===== config.mk =====
export PLATFORM = sky130hd
export DESIGN_NAME = sha_round
export DESIGN_NICKNAME = d
export VERILOG_FILES = /design/src/sv/sha_pkg.sv /design/src/sv/sha_round.sv
export SDC_FILE = /design/constraint.sdc
export NUM_CORES = 1
export LEC_CHECK = 0
export BUFFER_PORTS_ARGS = -buffer_cell sky130_fd_sc_hd__buf_2
export CORE_AREA = 2 2 217 219
export DETAILED_ROUTE_END_ITERATION = 8
export DIE_AREA = 0 0 219 221
export SYNTH_ARGS = -nofsm -noshare
export SYNTH_HDL_FRONTEND = slang
export SYNTH_SLANG_ARGS = --single-unit

===== constraint.sdc =====
create_clock -name vclk -period 11.8
set_input_delay 1.77 -clock vclk [all_inputs]
set_output_delay 1.77 -clock vclk [all_outputs]
set_load 0.005 [all_outputs]

===== src/sv/sha_pkg.sv =====
// ----------------------------------------------------------------------------
// SHA-256 package
// Shared widths, constants and round functions for the stream hasher.
// ----------------------------------------------------------------------------
package sha_pkg;

  localparam int unsigned BlkBytes = 64;
  localparam int unsigned BufAw = 4;

  typedef logic [31:0] word_t;

  typedef struct packed {
    logic [63:0] digest_top;
    logic [63:0] digest_upper_mid;
    logic [63:0] digest_lower_mid;
    logic [63:0] digest_bottom;
  } digest_t;

  typedef struct packed {
    logic       action;
    logic [7:0] data_byte;
  } req_t;

  localparam logic ActAbsorb = 1'b0;
  localparam logic ActFinish = 1'b1;

  localparam word_t Iv [8] = '{
    32'h6a09e667, 32'hbb67ae85, 32'h3c6ef372, 32'ha54ff53a,
    32'h510e527f, 32'h9b05688c, 32'h1f83d9ab, 32'h5be0cd19
  };

  localparam word_t RoundK [64] = '{
    32'h428a2f98, 32'h71374491, 32'hb5c0fbcf, 32'he9b5dba5,
    32'h3956c25b, 32'h59f111f1, 32'h923f82a4, 32'hab1c5ed5,
    32'hd807aa98, 32'h12835b01, 32'h243185be, 32'h550c7dc3,
    32'h72be5d74, 32'h80deb1fe, 32'h9bdc06a7, 32'hc19bf174,
    32'he49b69c1, 32'hefbe4786, 32'h0fc19dc6, 32'h240ca1cc,
    32'h2de92c6f, 32'h4a7484aa, 32'h5cb0a9dc, 32'h76f988da,
    32'h983e5152, 32'ha831c66d, 32'hb00327c8, 32'hbf597fc7,
    32'hc6e00bf3, 32'hd5a79147, 32'h06ca6351, 32'h14292967,
    32'h27b70a85, 32'h2e1b2138, 32'h4d2c6dfc, 32'h53380d13,
    32'h650a7354, 32'h766a0abb, 32'h81c2c92e, 32'h92722c85,
    32'ha2bfe8a1, 32'ha81a664b, 32'hc24b8b70, 32'hc76c51a3,
    32'hd192e819, 32'hd6990624, 32'hf40e3585, 32'h106aa070,
    32'h19a4c116, 32'h1e376c08, 32'h2748774c, 32'h34b0bcb5,
    32'h391c0cb3, 32'h4ed8aa4a, 32'h5b9cca4f, 32'h682e6ff3,
    32'h748f82ee, 32'h78a5636f, 32'h84c87814, 32'h8cc70208,
    32'h90befffa, 32'ha4506ceb, 32'hbef9a3f7, 32'hc67178f2
  };

  function automatic word_t rotr(word_t v, int unsigned n);
    return (v >> n) | (v << (32 - n));
  endfunction

  function automatic word_t sig0(word_t v);
    return rotr(v, 7) ^ rotr(v, 18) ^ (v >> 3);
  endfunction

  function automatic word_t sig1(word_t v);
    return rotr(v, 17) ^ rotr(v, 19) ^ (v >> 10);
  endfunction

endpackage


===== src/sv/sha_round.sv =====
// ----------------------------------------------------------------------------
// SHA-256 round
// One compression round on the working variables.
// ----------------------------------------------------------------------------
module sha_round import sha_pkg::*; (
  input  word_t       st_i [8],
  input  word_t       w_i,
  input  logic [5:0]  t_i,
  output word_t       st_o [8]
);
  word_t s1, ch, t1, s0, mj;

  always_comb begin
    s1 = rotr(st_i[4], 6) ^ rotr(st_i[4], 11) ^ rotr(st_i[4], 25);
    ch = (st_i[4] & st_i[5]) ^ (~st_i[4] & st_i[6]);
    t1 = st_i[7] + s1 + ch + RoundK[t_i] + w_i;
    s0 = rotr(st_i[0], 2) ^ rotr(st_i[0], 13) ^ rotr(st_i[0], 22);
    mj = (st_i[0] & st_i[1]) ^ (st_i[0] & st_i[2]) ^ (st_i[1] & st_i[2]);
    st_o[7] = st_i[6];
    st_o[6] = st_i[5];
    st_o[5] = st_i[4];
    st_o[4] = st_i[3] + t1;
    st_o[3] = st_i[2];
    st_o[2] = st_i[1];
    st_o[1] = st_i[0];
    st_o[0] = t1 + s0 + mj;
  end
endmodule


After elaboration in Yosys (flattened, before gate mapping)
Memory sizes are Yosys's and may differ from the RTL's.
Cells that the tools add are included.
Cells by class
  add/subtract/negate cells: 7
  bitwise gates (word level): 20
  $lt $le $gt $ge: 1
  mux-type cells: 2
Operator list (count)
  $add 32x32->32: 7
  $xor 32x32->32: 7
  $and 32x32->32: 5
  $mux 32: 2
  $not 32->32: 1
  $or 10x32->32: 1
  $or 19x32->32: 1
  $or 21x32->32: 1
  $or 26x32->32: 1
  $or 30x32->32: 1
  $or 7x32->32: 1
  $ge 7x7->1 const B: 1
  $not 6->7: 1
Word-level totals
  memories kept: 1
  memory bits (read-only): 2048
  word-level logic and storage cells: 31
  output and inout bits: 256
  flip-flop bits (word level): 0
  input port bits: 294
Memories
  (no name shown): depth 64, bits a word 32, rd ports 1, clocked after memory_dff 0, write ports 0, line sha_round.sv:16  | t1 = st_i[7] + s1 + ch + RoundK[t_i] + w_i;

Logic depth before layout (Yosys ltp)
Gate-level depths: netlist (run 1).
  depth after elaboration: 9
  depth in mapped cells: 35
  gate-level depth less buffers: 34

Least setup slack after synthesis (run 1)
No wires, ideal clock.
  kind: input -> output
  from: input t_i[2]
  to: output st_o[255] in the netlist's numbering
  path slack: 1820 ps
  stages: 31
  data required time: 10030 ps
  buffers on the path: 3
  arrival time: 8210 ps
  cell sequence: buf_2 > clkinv_1 > clkbuf_1 > buf_1 > ha_1 > or3_1 > o21ai_0 > mux4_2 > fa_1 > inv_1 > ha_1 > a21oi_1 > o221a_2 > a21boi_1 > o21a_1 > a21oi_1 > and4_1 > a2111oi_4 > o21bai_1 > xor2_1 > inv_1 > fa_1 > inv_1 > ha_1 > inv_1 > o21bai_1 > a21oi_1 > a2111oi_0 > a221oi_1 > xnor2_1 > xnor2_1
RTL lines
  start: declaration: line sha_round.sv:8  | input logic [5:0] t_i,
  end: declaration: line sha_round.sv:9  | output word_t st_o [8]

==> results.json, run 1 <==
{
  "synth_top_family_by_area": "adder cells",
  "period_needed_ps": 11190,
  "slowest_stage": "fa_1",
  "muxShareOfSynthArea_pct": 3.75,
  "layout_common_cells": "550 x buf_2, 315 x inv_1, 137 x a21oi_1",
  "ff_latch_area_um2": 0,
  "dp_hpwl_um": 61100,
  "area_delta_synth_final_pct": 16.2,
  "antenna_found_initial": 8,
  "drt_iter0_drc": 1277,
  "layout_commonest_cell": "buf_2",
  "met3_length_um": 3760,
  "layout-drive-gt1-share_pct": 29.5,
  "die_area_um2": 48400,
  "core_um2": 46100,
  "setup_tns_ps": 0,
  "crit_required_ps": 10030,
  "synth-compound-area-share_pct": 22.9,
  "fin_crit_sh_pct": 94.8,
  "synthSimpleGateAreaFrac_pct": 11.3,
  "grt_pass1_vias": 15003,
  "start_kind": "input port",
  "n_fill_cell": 5048,
  "placed_area_um2": 16500,
  "n_clock_buffer": 0,
  "path_class": "in2out",
  "nets": 2809,
  "final_cell_area_um2": 16500,
  "multi_input_area_um2": 11300,
  "ant_nets": 0,
  "critical_path.max_stage_delay_ps": 550,
  "postSynthAreaPerCell_um2": 7.35,
  "yosysUniqueCellTypes": 82,
  "endpoint_kind": "output port",
  "yosysWarningCount": 0,
  "post_cts_buffers": 0,
  "worst_slew_pin_slew_ps": 919,
  "syn_area_um2": 14200,
  "synthAdderAreaFrac_pct": 27.6,
  "grt_util_all_layers_pct": 28.0,
  "status": "finished clean",
  "wirelength_um": 70200,
  "vias": 14902,
  "synthXorXnorAreaFrac_pct": 14.1,
  "vias_per_cell": 5.16,
  "rsz0062_at_grt": "false",
  "fmax_ghz": 0.0894,
  "rows": 79,
  "io_buffers": 550,
  "yosysSeqAreaShare_pct": 0,
  "crit_top_cell": "inv_1",
  "drv_cap": 0,
  "highest_layer": "met5",
  "syn_inst": 1930,
  "wl_per_cell_um": 24.3,
  "setup_viol": 0,
  "grt_overflow_total": 0,
  "wl_met1_um": 28600,
  "cp_data_arrival_time_ps": 9420,
  "hold_viol_final": 0,
  "grt_max_degree": 104,
  "start_util_pct": 30.8,
  "die_h_um": 221,
  "drv_slew": 0,
  "syn_nets": 2460,
  "ios": 550,
  "cts_hold_buf": 0,
  "hold_class": "in2out",
  "path_max_fanout": 10,
  "seq_cells": 0,
  "grt_pass1_wl_um": 100000,
  "drcViolationCount": 0,
  "place.gp.congestion": 1.01,
  "wl_met2_um": 34900,
  "dieWidth_um": 219,
  "relSlewSlack_pct": 38.7,
  "first_pass_iters": 6
}
==> worst paths after layout <==
kind | startpoint | end | slack (ps) | cells after the start
setup / recovery | t_i[1] | st_o[250] | 610 | 37
hold / removal | st_i[91] | st_o[59] | 3720 | 2
==> critical path, delay by kind of cell <==
| family | cells | cell delay [ps] |
|---|---|---|
| and+or+nand+nor | 9 | 1460 |
| xor gates and xnor gates | 2 | 510 |
| adders and majority gates | 5 | 2090 |
| buffers and inverters | 11 | 1400 |
| AOI/OAI and AO/OA | 10 | 2130 |
==> area by class of cell <==
| cell class | instances | share of cell area [%] |
|---|---|---|
| inverters | 317 | 7.22 |
| diodes | 5 | 0.0759 |
| well taps | 607 | 4.61 |
| multi-input cells | 1353 | 68.6 |
| repair buffers | 607 | 19.5 |
==> metal layers <==
| layer | GRT usage, % | up-vias |
|---|---|---|
| met3 | 2.71 | 108 |
| li1 | - | 6947 |
| met1 | 34.2 | 7113 |
| met5 | 0 | - |
| met2 | 50.5 | 730 |
| met4 | 10.0 | 4 |
==> what timing repair did <==
| action | in CTS | in global routing |
|---|---|---|
| endpoints found under the setup margin | 0 | 4 |
| endpoints found under the hold margin | 0 | 0 |
| resized for setup | 0 | 3 |
==> per-stage QoR <==
step	hold WS, ps	cells	util [%]	worst slack [ps]
5_1_grt	3730	2888	35.8	116
6_report	3720	2889	35.8	613
3_3_place_gp	3720	2884	35.8	531
3_5_place_dp	3720	2884	35.8	523
4_1_cts	3720	2884	35.8	483
2_1_floorplan	3620	1930	-	1820
==> synthesized netlist by cell type (all sizes together), types with 3 or more instances <==
library cell	count	area, um^2
a31oi	19	119
o211ai	8	70.1
nand2b	15	93.8
nor4	4	25.0
nor2	100	375
nand3	45	230
mux2	29	327
xor2	93	815
mux2i	7	70.1
o21ai	121	609
nand2	103	387
nand3b	5	37.5
nor3	22	110
a211o	4	35.0
a311o	3	30.0
fa	125	2500
a21oi	139	703
a211oi	12	95.1
and3	12	76.3
and2	5	32.5
ha	111	1390
xnor2	135	1190
or2	4	25.0
nand4	5	31.3
o21a	20	150
o22ai	7	43.8
a221oi	10	93.8
o21ba	3	30.0
o2111ai	3	26.3
and4	3	28.8
a41oi	5	43.8
o311ai	7	61.3
a311oi	10	87.6
buf	202	1480
o221ai	4	35.0
inv	315	1180
nor2b	10	62.6
o31ai	11	92.6
mux4	6	135
a2111oi	10	113
a21o	72	543
clkbuf	58	218
or3	7	43.8
o21bai	15	113
==> cell families after synthesis <==
group	count (synthesis)
buf+inv	577
compound gates	500
simple gates	345
fa+ha+maj	238
xor+xnor	228
mux	42
Power of run 1 is left out: the tool's default activity adds up to more than one toggle a clock period on the data nets, which glitch-free logic cannot reach.
==> inputs of run 2 (changes only) <==
--- a/config.mk
+++ b/config.mk
@@ -6,9 +6,9 @@
 export NUM_CORES = 1
 export LEC_CHECK = 0
 export BUFFER_PORTS_ARGS = -buffer_cell sky130_fd_sc_hd__buf_2
-export CORE_AREA = 2 2 217 219
+export CORE_AREA = 2 2 213 215
 export DETAILED_ROUTE_END_ITERATION = 8
-export DIE_AREA = 0 0 219 221
+export DIE_AREA = 0 0 215 217
 export SYNTH_ARGS = -nofsm -noshare
 export SYNTH_HDL_FRONTEND = slang
 export SYNTH_SLANG_ARGS = --single-unit
==> constraint.sdc (replaced) <==
create_clock -name vclk -period 14
set_input_delay 2.8 -clock vclk [all_inputs]
set_output_delay 2.8 -clock vclk [all_outputs]
set_load 0.005 [all_outputs]
==> results.json, run 2 (synthesis results as in run 1) <==
{
  "layout_common_cells": "550 x buf_2, 315 x inv_1, 137 x a21oi_1",
  "met2_usage_pct": 51.1,
  "crit_required_ps": 11200,
  "setup_tns_ps": 0,
  "place.gp.congestion": 1.02,
  "die_h_um": 217,
  "ff_latch_area_um2": 0,
  "place_ws_ps": 50.0,
  "core_um2": 44700,
  "vias": 14969,
  "first_pass_iters": 7,
  "grt_max_degree": 104,
  "ant_nets": 0,
  "wl_per_cell_um": 24.0,
  "wirelength_um": 68700,
  "grt_busiest_layer": "met2",
  "ios": 550,
  "fmax_ghz": 0.0744,
  "met3_usage_pct": 2.46,
  "start_util_pct": 31.7,
  "dp_cells": 2859,
  "endpoint_kind": "output port",
  "layout_commonest_cell": "buf_2",
  "drcViolationCount": 0,
  "relSlewSlack_pct": 34.5,
  "final_cells": 2864,
  "path_max_fanout": 22,
  "worst_slew_pin_slew_ps": 982,
  "critical_path.max_stage_delay_ps": 600,
  "slowest_stage": "fa_1",
  "period_needed_ps": 13440,
  "io_buffers": 550,
  "holdPathStages": 2,
  "hold_class": "in2out",
  "start_kind": "input port",
  "fin_ws_ps": 564,
  "dieWidth_um": 215,
  "rsz0062_at_grt": "false",
  "area_delta_synth_final_pct": 15.3,
  "post_cts_buffers": 0,
  "hold-path-endpoint": "st_o[59]",
  "rows": 78,
  "grt_util_all_layers_pct": 27.9,
  "crit_top_cell": "a21oi_1",
  "fin_crit_sh_pct": 96.0,
  "nets": 2791,
  "status": "finished clean",
  "setup_viol": 0,
  "drt_iter0_drc": 1173,
  "path_class": "in2out",
  "dp_hpwl_um": 59200,
  "seq_cells": 0,
  "n_clock_buffer": 0,
  "drv_slew": 0,
  "met1_usage_pct": 34.6,
  "worstHoldStart": "st_i[91]",
  "drv_cap": 0,
  "antenna_found_initial": 6,
  "grt_pass1_vias": 14519,
  "vias_per_cell": 5.23,
  "layout-drive-gt1-share_pct": 28.9,
  "cts_hold_buf": 0,
  "die_area_um2": 46700,
  "hold_viol_final": 0,
  "grt_overflow_total": 0,
  "finish.utilization_pct": 36.6,
  "cp_data_arrival_time_ps": 10640,
  "grt_pass1_wl_um": 97200
}
run 2: changes by cell type in the layout (fill, tap and decap cells not counted), sizes merged:
| cell | delta |
|---|---|
| buf | -18 |
run 2: stage by stage:
step	hold WS, ps	cell area [um^2]
2_1_floorplan	5680	14200
3_3_place_gp	5780	16300
3_5_place_dp	5780	16300
4_1_cts	5780	16300
5_1_grt	5790	16400
6_report	5780	16400
run 2: worst max path at each step:
stage | start | to | depth (start not counted)
after floorplan | t_i[2] | st_o[255] | 31
after global placement | t_i[1] | st_o[255] | 32
after detailed placement | t_i[1] | st_o[255] | 33
after CTS | t_i[1] | st_o[255] | 32
after global routing | t_i[3] | st_o[255] | 32
final | t_i[3] | st_o[255] | 32
run 2: per-layer routing:
layer	vias up	part of all wire, %
li1	6907	-
met1	7176	40
met3	111	6.1
met5	-	0.016
met2	773	50
met4	2	3.9
run 2: critical path, delay by kind of cell:
family,cells,cell delay [ps]
AOI/OAI and AO/OA,14,2600
adders and majority gates,4,1850
buffers and inverters,8,1790
xor gates and xnor gates,3,710
muxes,1,510
and+or+nand+nor,2,380
run 2: timing repair:
action / CTS / global route
gates resized for setup: 0 / 2
setup endpoints to repair: 0 / 7
endpoints found under the hold margin: 0 / 0
run 2: final cells by class:
cell class / count / area [um^2]
fillers: 4860 / 28300
inverters: 317 / 1190
repair buffers: 589 / 3100
diodes: 5 / 12.5
well taps: 600 / 751
multi-input cells: 1353 / 11300
Power of run 2 is left out for the same reason.
