[config.mk]
export PLATFORM = sky130hd
export DESIGN_NAME = sha_ram
export DESIGN_NICKNAME = d
export VERILOG_FILES = /design/src/sv/sha_ram.sv
export SDC_FILE = /design/constraint.sdc
export NUM_CORES = 1
export LEC_CHECK = 0
export BUFFER_PORTS_ARGS = -buffer_cell sky130_fd_sc_hd__buf_4
export CORE_MARGIN = 5
export CORE_UTILIZATION = 48
export CTS_CLUSTER_SIZE = 20
export DETAILED_ROUTE_END_ITERATION = 8
export SETUP_SLACK_MARGIN = 0.1
export SLEW_MARGIN = 20
export SYNTH_ARGS = -nofsm -noshare
export SYNTH_HDL_FRONTEND = slang
export SYNTH_SLANG_ARGS = --single-unit
[constraint.sdc]
create_clock -name clk_i -period 5.7 [get_ports clk_i]
set_clock_uncertainty 0.05 [all_clocks]
set_input_delay 0.855 -clock clk_i [delete_from_list [all_inputs] [get_ports clk_i]]
set_output_delay 0.855 -clock clk_i [all_outputs]
set_load 0.005 [all_outputs]
[src/sv/sha_ram.sv]
// ----------------------------------------------------------------------------
// Generic RAM
// Single write port, single registered read port.
// ----------------------------------------------------------------------------
module sha_ram #(
  parameter int unsigned Width = 32,
  parameter int unsigned Depth = 16
) (
  input  logic                     clk_i,
  input  logic                     we_i,
  input  logic [$clog2(Depth)-1:0] waddr_i,
  input  logic [Width-1:0]         wdata_i,
  input  logic [$clog2(Depth)-1:0] raddr_i,
  output logic [Width-1:0]         rdata_o
);
  logic [Width-1:0] mem [Depth];

  always_ff @(posedge clk_i) begin
    if (we_i) begin
      mem[waddr_i] <= wdata_i;
    end
    rdata_o <= mem[raddr_i];
  end
endmodule

* After elaboration in Yosys (flattened, before gate mapping)
Memory sizes are Yosys's and may differ from the RTL's. A register that Yosys moved wholly into a read port is not among the register bits.
Index checks and enable logic that the tools add are counted.
** Storage, ports and cells
- Input port bits :: 42
- Memory bits (writable) :: 512
- Output and inout port bits :: 32
- Flip-flop bits (word level) :: 0
- Memories :: 1
** Cells by class
- Multiplexer cells :: 2
** Memory list
- mem :: depth 16, width 32, read ports 1, clocked after memory_dff 1, write ports 1, line 16 : logic [Width-1:0] mem [Depth];
** Operators with widths (number)
- $mux 1 :: 2

* Longest topological paths before layout
Gate-level depths: netlist of run 1.
- Depth in word-level cells :: 2
- Depth in mapped cells :: 5
- Depth with buffers taken out :: 3

* Worst setup path before layout of run 1
Ideal clock, no wire load.
- Kind :: input-to-reg
- Start point :: input port waddr_i[2]
- End point :: memory mem[0][0], enable pin
- Stages :: 2
- Arrival :: 3.573 ns
- Library setup time :: 0.461 ns
- Setup slack :: 1.615 ns
- Cell sequence :: or3b_2 -> nor3_1
** RTL lines
- start, declared :: line 11 : input logic [$clog2(Depth)-1:0] waddr_i,
- end, declared :: line 16
No word-level cell before the write port.

==> impl_metrics.csv, run 1 <==
group,metric,value,unit
yosys,ys_seq_elements,544,
global_routing,grt_pass1_wl,62100,um
global_routing,track_usage,18.7,%
final_layout,design_area,0.0229,sq mm
clocking,postCtsSetupBuffers,0,
placed_design,dp_slack,2.43,ns
yosys,ys_types,18,
global_routing,antenna_found_initial,0,
clocking,cts_tree,"built",
timing,slew_headroom,24.6,%
detailed_routing,routed_wl,41800,um
yosys,synthMostInstantiatedCell,"edfxtp_1",
yosys,synth-simple-area-share,1.27,%
timing,report.final.hold_viol_count,0,
min_path,hold_start,"wdata_i[23]",
clocking,numCtsBuffers,54,
final_layout,nNetsFinal,988,
yosys,seq_area_frac_synth,80.7,%
power_and_ir_drop,ir_worst_vdd,0.000204,V
critical_path,worst-setup-path-type,"in2reg",
critical_path,r2r-start,"mem[11][17]",
placed_design,dpl_cell_area,0.0212,sq mm
clocking,insertion_delay,0.56,ns
yosys,syn_nets,880,
detailed_routing,postRouteAntennaNets,0,
critical_path,reg2reg_depth,3,
clocking,cts.repair.resized,0,
yosys,async_reset_ff_share,0,%
clocking,cts_sinks,544,
timing,fin_tns_setup,0,ns
timing,setup_ws,3.11,ns
global_routing,grt_pass1_vias,9275,
yosys,synth.cell_area,0.0199,sq mm
power_and_ir_drop,power_density,362,mW/mm^2
yosys,syn_inst,838,
placed_design,routabilityCongestion,0.692,
final_layout,drive_gt1_share,32.0,%
floorplan,row_count,74,
placed_design,numPortBuffers,73,
power_and_ir_drop,leakage,7.34,nW
floorplan,die_w,213,um
floorplan,floorplan.initialDensity,48.6,%
min_path,worstHoldPathType,"in2reg",
final_layout,final_cells,1523,
timing,setup_viol,0,
yosys,synth_top_area_share,77.4,%
detailed_routing,vias_per_cell,5.89,
final_layout,fillCellCount,3041,
clocking,htree_levels,2,
timing,finalCriticalPeriod,2.59,ns
critical_path,end_kind,"flop",
detailed_routing,wl_per_cell,27.4,um
critical_path,rrSetupSlack,4.29,ns
yosys,synthXorXnorAreaFrac,0,%
critical_path,cp_data_required_time,6.10,ns
clocking,cts.clk_slew.worst_paths,0.06,ns
floorplan,ios,74,
timing,grt_setup_unrepaired,"no",
critical_path,arrival,2.99,ns
critical_path,cp_max_fo,70,
timing,finalCritPeriodShare,45.5,%
clocking,cts.path.max_buffers,3,
min_path,min_to,"mem[13][23]",
run_status,status,"finished clean",
timing,fmax,385,MHz
detailed_routing,vias,8973,
final_layout,area_growth,15.2,%
global_routing,grt_max_degree,104,
job,maxCapViolations,0,
min_path,min_path_cells,1,
floorplan,die-height,213,um
final_layout,final_util,56.0,%
placed_design,dp_hpwl,20200,um
yosys,synth_area_leaders,"edfxtp_1, mux4_2, dfxtp_1, a22oi_1, nand2_1",
clocking,root_buffer,"clkbuf_16",
yosys,synthTopCellsByCount,"edfxtp_1, mux4_2, a22oi_1",
yosys,synth_compound_area_share,2.42,%
clocking,cts_hold_buf,0,
yosys,synth_top_family_by_area,"multiplexers",
yosys,syn_avg_cell_area,23.7,sq um
detailed_routing,drc,0,
yosys,ys_dominant_reg_cell,"edfxtp_1",
placed_design,placed_cells,1422,
critical_path,cp-start-kind,"input port",
yosys,synth.area.mux_share,14.5,%
final_layout,n_antenna_cell,0,
yosys,synthAdderAreaFrac,0,%
detailed_routing,dr.first_iter.drc_count,911,
detailed_routing,dr.pass1.iters,5,
floorplan,core_area,0.0408,sq mm
floorplan,die_area,0.0455,sq mm
yosys,synth_edf_count,512,
critical_path,rr_endpoint,"rdata_o[17]",
yosys,yosysWarningCount,0,
global_routing,overflow,0,
yosys,synth_top_cell_by_area,"edfxtp_1",
timing,worstMarginPinSlew,1.13,ns
timing,report.final.slew_viol_count,0,
==> registers in the layout, summed over array words and instances (netlist names) <==
| signal | cells |
|---|---|
| mem | 512 |
| rdata_o | 32 |
==> metal layers <==
layer | vias to the layer above | global-route usage, % | routed length (um)
met4 | 0 | 4.12 | 743
met1 | 4838 | 29.5 | 18700
met2 | 287 | 28.3 | 19600
li1 | 3792 | - | -
met3 | 56 | 3.09 | 2730
met5 | - | 0 | 0
==> cell type report <==
type	count	area (sq um)	area share, %
tap	532	666	2.91
clock buffer	75	1490	6.52
sequential	544	16000	70.0
timing repair buffer	95	744	3.26
clock inverter	26	200	0.875
multi-input combinational	251	3750	16.4
==> cells by family after synthesis <==
family          Yosys count
flops                   544
mux                     128
simple gates             59
buf+inv                  43
compound gates           64
==> through the flow <==
step,total power [mW],hold WS (ns)
6_report,8.27,0.531
5_1_grt,8.55,0.522
4_1_cts,8.35,0.508
3_5_place_dp,4.99,0.604
3_3_place_gp,4.99,0.591
2_1_floorplan,4.79,0.585
==> worst max path at each step <==
stage / startpoint / slack [ns] / endpoint / cells after the start
after global placement: raddr_i[0] / 2.45 / rdata_o[8] / 5
after detailed placement: raddr_i[0] / 2.43 / rdata_o[18] / 5
after floorplan: waddr_i[2] / 1.62 / mem[0][0] / 2
after CTS: raddr_i[0] / 3.04 / rdata_o[7] / 5
after global routing: raddr_i[0] / 2.84 / rdata_o[8] / 5
final: raddr_i[0] / 3.11 / rdata_o[8] / 5
==> report_power, final <==
| group | switching, mW | internal [mW] |
|---|---|---|
| sequential | 0.0273 | 4.47 |
| clock | 1.42 | 1.96 |
| combinational | 0.220 | 0.179 |
| total | 1.66 | 6.61 |
==> critical path: stages <==
cell,delay (ns)
clkbuf_8,0.66
buf_4,0.55
mux4_2,0.56
a22oi_1,0.21
nand2_1,0.07
==> placed cells by master, fill, tap and decap left out, drive strengths merged <==
cell    synthesis  routed
a22oi          64      64
nand2b          2       2
edfxtp        512     512
nand2          33      33
bufinv          0       3
nor2           13      13
nand3b          2       2
buf            26      94
inv             0       2
nand3           1       1
clkbuf         17      76
nor2b           2       2
dfxtp          32      32
clkinv          0      21
mux4          128     128
and2            1       1
or3b            1       1
nor3            4       4
No activity file was read; power rests on OpenSTA's default activity.
==> run 2, diff against run 1 <==
==> constraint.sdc (replaced) <==
create_clock -name clk_i -period 2.7 [get_ports clk_i]
set_clock_uncertainty 0.05 [all_clocks]
set_input_delay 0.405 -clock clk_i [delete_from_list [all_inputs] [get_ports clk_i]]
set_output_delay 0.405 -clock clk_i [all_outputs]
set_load 0.005 [all_outputs]
==> run 2 against run 1 <==
  * Final area rose by 1.8%
  * Routed wire length up 0.77%
  * Total power is 120% higher
  * Sequential power up 110%
  * Critical path depth down 4
  * Global-route usage rose by 0.16 points
  * Via count grew 0.18%
  * Sequential cell count did not move
  * Worst setup slack worse by 2.0 ns
  * Register-to-register slack got worse by 3.0 ns
  * Count of clock-buffer cells in the layout increased by 1
  * Combinational power up 120%
  * Critical endpoint is now rdata_o[30]
  * Largest cell class unchanged
==> impl_metrics.csv, run 2 (synthesized netlist as in run 1, its figures left out) <==
group,metric,value,unit
global_routing,top_usage_layer,"met2",
final_layout,area_growth,17.3,%
clocking,cts.repair.resized,0,
final_layout,drive_gt1_share,34.0,%
placed_design,routabilityCongestion,0.704,
final_layout,n_antenna_cell,0,
timing,setup_viol,0,
critical_path,cp_cell_sequence,"buf_4",
clocking,htree_levels,2,
clocking,insertion_delay,0.59,ns
floorplan,die_area,0.0455,sq mm
global_routing,antenna_found_initial,3,
placed_design,dp_hpwl,22900,um
global_routing,overflow,0,
global_routing,track_usage,18.9,%
critical_path,worst-setup-path-type,"reg2out",
critical_path,slowest_delay,0.41,ns
global_routing,met2_usage,29.8,%
critical_path,critPathBufInv,1,
final_layout,reg.largest.list,"mem x512, rdata_o x32",
final_layout,fillCellCount,3006,
final_layout,mostFrequentLayoutCells,"edfxtp_1, mux4_2, buf_4",
final_layout,design_area,0.0233,sq mm
min_path,worstHoldPathType,"in2reg",
critical_path,cp-start-kind,"flop",
timing,hold_ws,0.0662,ns
power_and_ir_drop,leakage,7.55,nW
final_layout,final_common_cell,"edfxtp_1",
clocking,root_buffer,"clkbuf_16",
critical_path,cp_data_required_time,2.25,ns
timing,report.final.slew_viol_count,0,
floorplan,die-height,213,um
power_and_ir_drop,power_density,765,mW/mm^2
final_layout,largest_register_ffs,512,
timing,fmax,633,MHz
placed_design,dp_slack,0.577,ns
floorplan,ios,74,
detailed_routing,drc,0,
detailed_routing,routed_wl,42100,um
power_and_ir_drop,ir_worst_vdd,0.000526,V
timing,grt_setup_unrepaired,"no",
placed_design,numPortBuffers,73,
global_routing,grt_pass1_wl,62700,um
detailed_routing,vias_per_cell,5.82,
final_layout,nNetsFinal,1010,
final_layout,register_area,0.0160,sq mm
critical_path,cp_max_fo,1,
final_layout,top_register,"mem",
global_routing,grtUsageMet3,3.42,%
placed_design,dpl_cell_area,0.0215,sq mm
floorplan,die_w,213,um
critical_path,critPathTopFamily,"flip-flops",
detailed_routing,dr.pass1.iters,5,
timing,finalCriticalPeriod,1.58,ns
detailed_routing,vias,8989,
detailed_routing,postRouteAntennaNets,0,
global_routing,grt_pass1_vias,9576,
critical_path,critPathSlowestCell,"dfxtp_1",
detailed_routing,wl_per_cell,27.2,um
clocking,cts.path.max_buffers,3,
detailed_routing,dr.first_iter.drc_count,891,
critical_path,arrival,1.13,ns
global_routing,grtUsageMet1,28.0,%
timing,worstMarginPinSlew,1.05,ns
power_and_ir_drop,power,17.8,mW
job,maxCapViolations,0,
floorplan,floorplan.initialDensity,48.6,%
timing,setup_ws,1.12,ns
global_routing,grt_max_degree,33,
timing,slew_headroom,30.2,%
clocking,numCtsBuffers,53,
clocking,cts.clk_slew.worst_paths,0.06,ns
clocking,cts_hold_buf,0,
clocking,postCtsSetupBuffers,0,
timing,finalCritPeriodShare,58.6,%
clocking,cts_tree,"built",
run_status,status,"finished clean",
final_layout,multi_input_area,0.00377,sq mm
timing,report.final.hold_viol_count,0,
floorplan,core_area,0.0408,sq mm
critical_path,end_kind,"output pin",
clocking,cts_sinks,544,
floorplan,row_count,74,
run 2: final timing paths:
check	from	end	slack, ns	depth (start not counted)
max reg2reg	mem[0][14]	rdata_o[14]	1.25	3
min	wdata_i[19]	mem[12][19]	0.07	1
min reg2reg	mem[14][8]	rdata_o[8]	0.62	3
max	rdata_o[30]	rdata_o[30]	1.12	1
run 2: final cells by class:
| class | instances | area share, % |
|---|---|---|
| clock buffers | 76 | 6.46 |
| well taps | 532 | 2.86 |
| clock inverters | 24 | 1.14 |
| repair buffers | 118 | 4.55 |
| flip-flops and latches | 544 | 68.8 |
| multi-input cells | 251 | 16.2 |
run 2: through the flow:
step / util (%) / cells / TNS, ns
after global placement: 52.7 / 1445 / 0
after floorplan: - / 838 / -7.98
after global routing: 57.0 / 1545 / 0
after detailed placement: 52.7 / 1445 / 0
after CTS: 57.0 / 1545 / 0
final: 57.0 / 1545 / 0
run 2: metal layers:
metal,vias up,wire [um]
li1,3841,-
met1,4866,18800
met2,228,20400
met3,48,2300
met4,6,630
met5,-,34
run 2: where the power goes:
group / internal (mW) / switching (mW)
Clock: 4.44 / 2.99
Sequential: 9.44 / 0.0649
Combinational: 0.407 / 0.473
==> run 3, diff against run 2 <==
--- a/config.mk
+++ b/config.mk
@@ -10,6 +10,7 @@
 export CORE_UTILIZATION = 48
 export CTS_CLUSTER_SIZE = 20
 export DETAILED_ROUTE_END_ITERATION = 8
+export PLACE_DENSITY = 0.67
 export SETUP_SLACK_MARGIN = 0.1
 export SLEW_MARGIN = 20
 export SYNTH_ARGS = -nofsm -noshare
==> constraint.sdc (replaced) <==
create_clock -name clk_i -period 1.35 [get_ports clk_i]
set_clock_uncertainty 0.05 [all_clocks]
set_input_delay 0.2025 -clock clk_i [delete_from_list [all_inputs] [get_ports clk_i]]
set_output_delay 0.2025 -clock clk_i [all_outputs]
set_load 0.005 [all_outputs]
==> run 3 against run 2 <==
  * Critical path depth grew 2
  * First-iteration DRC count shrank 10%
  * Global-route usage shrank 0.45 points
  * Critical path type is now reg2reg
  * Largest power group unchanged
==> impl_metrics.csv, run 3 (synthesized netlist as in run 1, its figures left out) <==
group,metric,value,unit
run_status,status,"finished clean",
final_layout,mostFrequentLayoutCells,"edfxtp_1, mux4_2, buf_4",
global_routing,grt_pass1_vias,9961,
detailed_routing,wl_per_cell,25.4,um
floorplan,ios,74,
critical_path,rr_endpoint,"rdata_o[4]",
timing,fin_tns_setup,0,ns
detailed_routing,postRouteAntennaNets,0,
detailed_routing,vias_per_cell,5.74,
clocking,cts.path.max_buffers,3,
final_layout,reg.largest.list,"mem x512, rdata_o x32",
final_layout,area_growth,24.9,%
floorplan,die_w,213,um
clocking,numCtsBuffers,53,
critical_path,cp-start-kind,"flop",
power_and_ir_drop,leakage,8.12,nW
job,maxCapViolations,0,
detailed_routing,routed_wl,41400,um
detailed_routing,vias,9350,
final_layout,nNetsFinal,1098,
clocking,postCtsSetupBuffers,0,
critical_path,rrSetupSlack,0.01,ns
placed_design,numPortBuffers,73,
critical_path,end_kind,"flop",
critical_path,critPathBufInv,0,
global_routing,track_usage,18.4,%
global_routing,grt_max_degree,30,
clocking,htree_levels,2,
final_layout,final_util,60.7,%
critical_path,r2r-start,"mem[11][4]",
floorplan,die_area,0.0455,sq mm
clocking,cts.clk_slew.worst_paths,0.07,ns
final_layout,register_area,0.0161,sq mm
critical_path,worst-setup-path-type,"reg2reg",
final_layout,n_antenna_cell,0,
placed_design,routabilityCongestion,0.735,
global_routing,antenna_found_initial,1,
floorplan,row_count,74,
clocking,root_buffer,"clkbuf_16",
timing,report.final.hold_viol_count,0,
final_layout,top_register,"mem",
floorplan,floorplan.initialDensity,48.6,%
critical_path,cp_max_fo,1,
timing,finalCritPeriodShare,99.2,%
critical_path,critPathTopFamily,"multiplexers",
timing,setup_viol,0,
global_routing,grt_pass1_wl,61700,um
critical_path,crit_path_end,"rdata_o[4]",
critical_path,arrival,1.75,ns
timing,report.final.slew_viol_count,0,
detailed_routing,dr.pass1.iters,5,
critical_path,critPathSlowestCell,"mux4_2",
power_and_ir_drop,power_density,1440,mW/mm^2
timing,grt_setup_unrepaired,"yes",
timing,finalCriticalPeriod,1.34,ns
final_layout,drive_gt1_share,44.3,%
detailed_routing,dr.first_iter.drc_count,799,
floorplan,die-height,213,um
clocking,insertion_delay,0.59,ns
final_layout,final_common_cell,"edfxtp_1",
timing,slew_headroom,56.6,%
critical_path,crit_start,"mem[11][4]",
global_routing,overflow,0,
critical_path,slowest_delay,0.48,ns
floorplan,core_area,0.0408,sq mm
timing,fmax,747,MHz
final_layout,multi_input_area,0.00406,sq mm
placed_design,dp_hpwl,24800,um
min_path,worstHoldPathType,"in2reg",
timing,worstMarginPinSlew,0.650,ns
final_layout,largest_register_ffs,512,
final_layout,fillCellCount,2793,
critical_path,reg2reg_depth,3,
detailed_routing,drc,0,
critical_path,crit_cells,3,
critical_path,cp_data_required_time,1.76,ns
critical_path,cp_cell_sequence,"mux4_2, a22oi_2, nand2_1",
clocking,cts_tree,"built",
power_and_ir_drop,ir_worst_vdd,0.00116,V
clocking,cts_sinks,544,
-- run 3: power by group --
group | total [mW] | switching, mW | internal (mW)
Combinational | 2.22 | 1.06 | 1.16
Clock | 14.5 | 5.96 | 8.49
Sequential | 19.0 | 0.148 | 18.9
-- run 3: metrics by stage --
| step | cell area, sq um | hold WS (ns) | cells | worst slack (ns) | power (mW) |
|---|---|---|---|---|---|
| after floorplan | 20200 | 0.251 | 838 | -0.612 | 20.3 |
| after global placement | 22400 | 0.447 | 1501 | -0.375 | 21.3 |
| after detailed placement | 22400 | 0.460 | 1501 | -0.385 | 21.4 |
| after CTS | 24700 | 0.0775 | 1629 | -0.00935 | 36.0 |
| after global routing | 24800 | 0.107 | 1629 | -0.0237 | 36.9 |
| final | 24800 | 0.0992 | 1629 | 0.0113 | 35.7 |
-- run 3: cell type report --
type,count,area share (%)
timing repair buffer,206,9.29
tap,532,2.68
clock buffer,75,6.04
sequential,544,64.7
multi-input combinational,251,16.4
clock inverter,21,0.873
-- run 3: worst min path at each step --
stage,startpoint,to,slack (ns),depth (start not counted)
final,raddr_i[3],rdata_o[3],0.1,4
after CTS,raddr_i[3],rdata_o[3],0.08,4
after global placement,wdata_i[1],mem[10][1],0.45,1
after global routing,raddr_i[3],rdata_o[3],0.11,4
after detailed placement,wdata_i[8],mem[13][8],0.46,1
after floorplan,wdata_i[0],mem[0][0],0.25,0
-- run 3: timing repair --
action	4_1_cts	5_1_grt
pin swaps	10	2
endpoints found under the hold margin	512	0
gates resized for setup	83	27
hold buffers	32	0
setup endpoints to repair	63	64
-- run 3: worst register-to-register path: stages (launching register included) --
cell and delay (ns):
edfxtp_1 0.36, mux4_2 0.48, a22oi_2 0.23, nand2_1 0.09
-- run 3: layer usage --
layer	vias to the layer above	track usage, %	wire (um)
met3	59	2.87	2070
met5	-	0	13
met1	5025	26.0	17500
met4	2	4.78	776
met2	254	30.8	21100
li1	4010	-	-
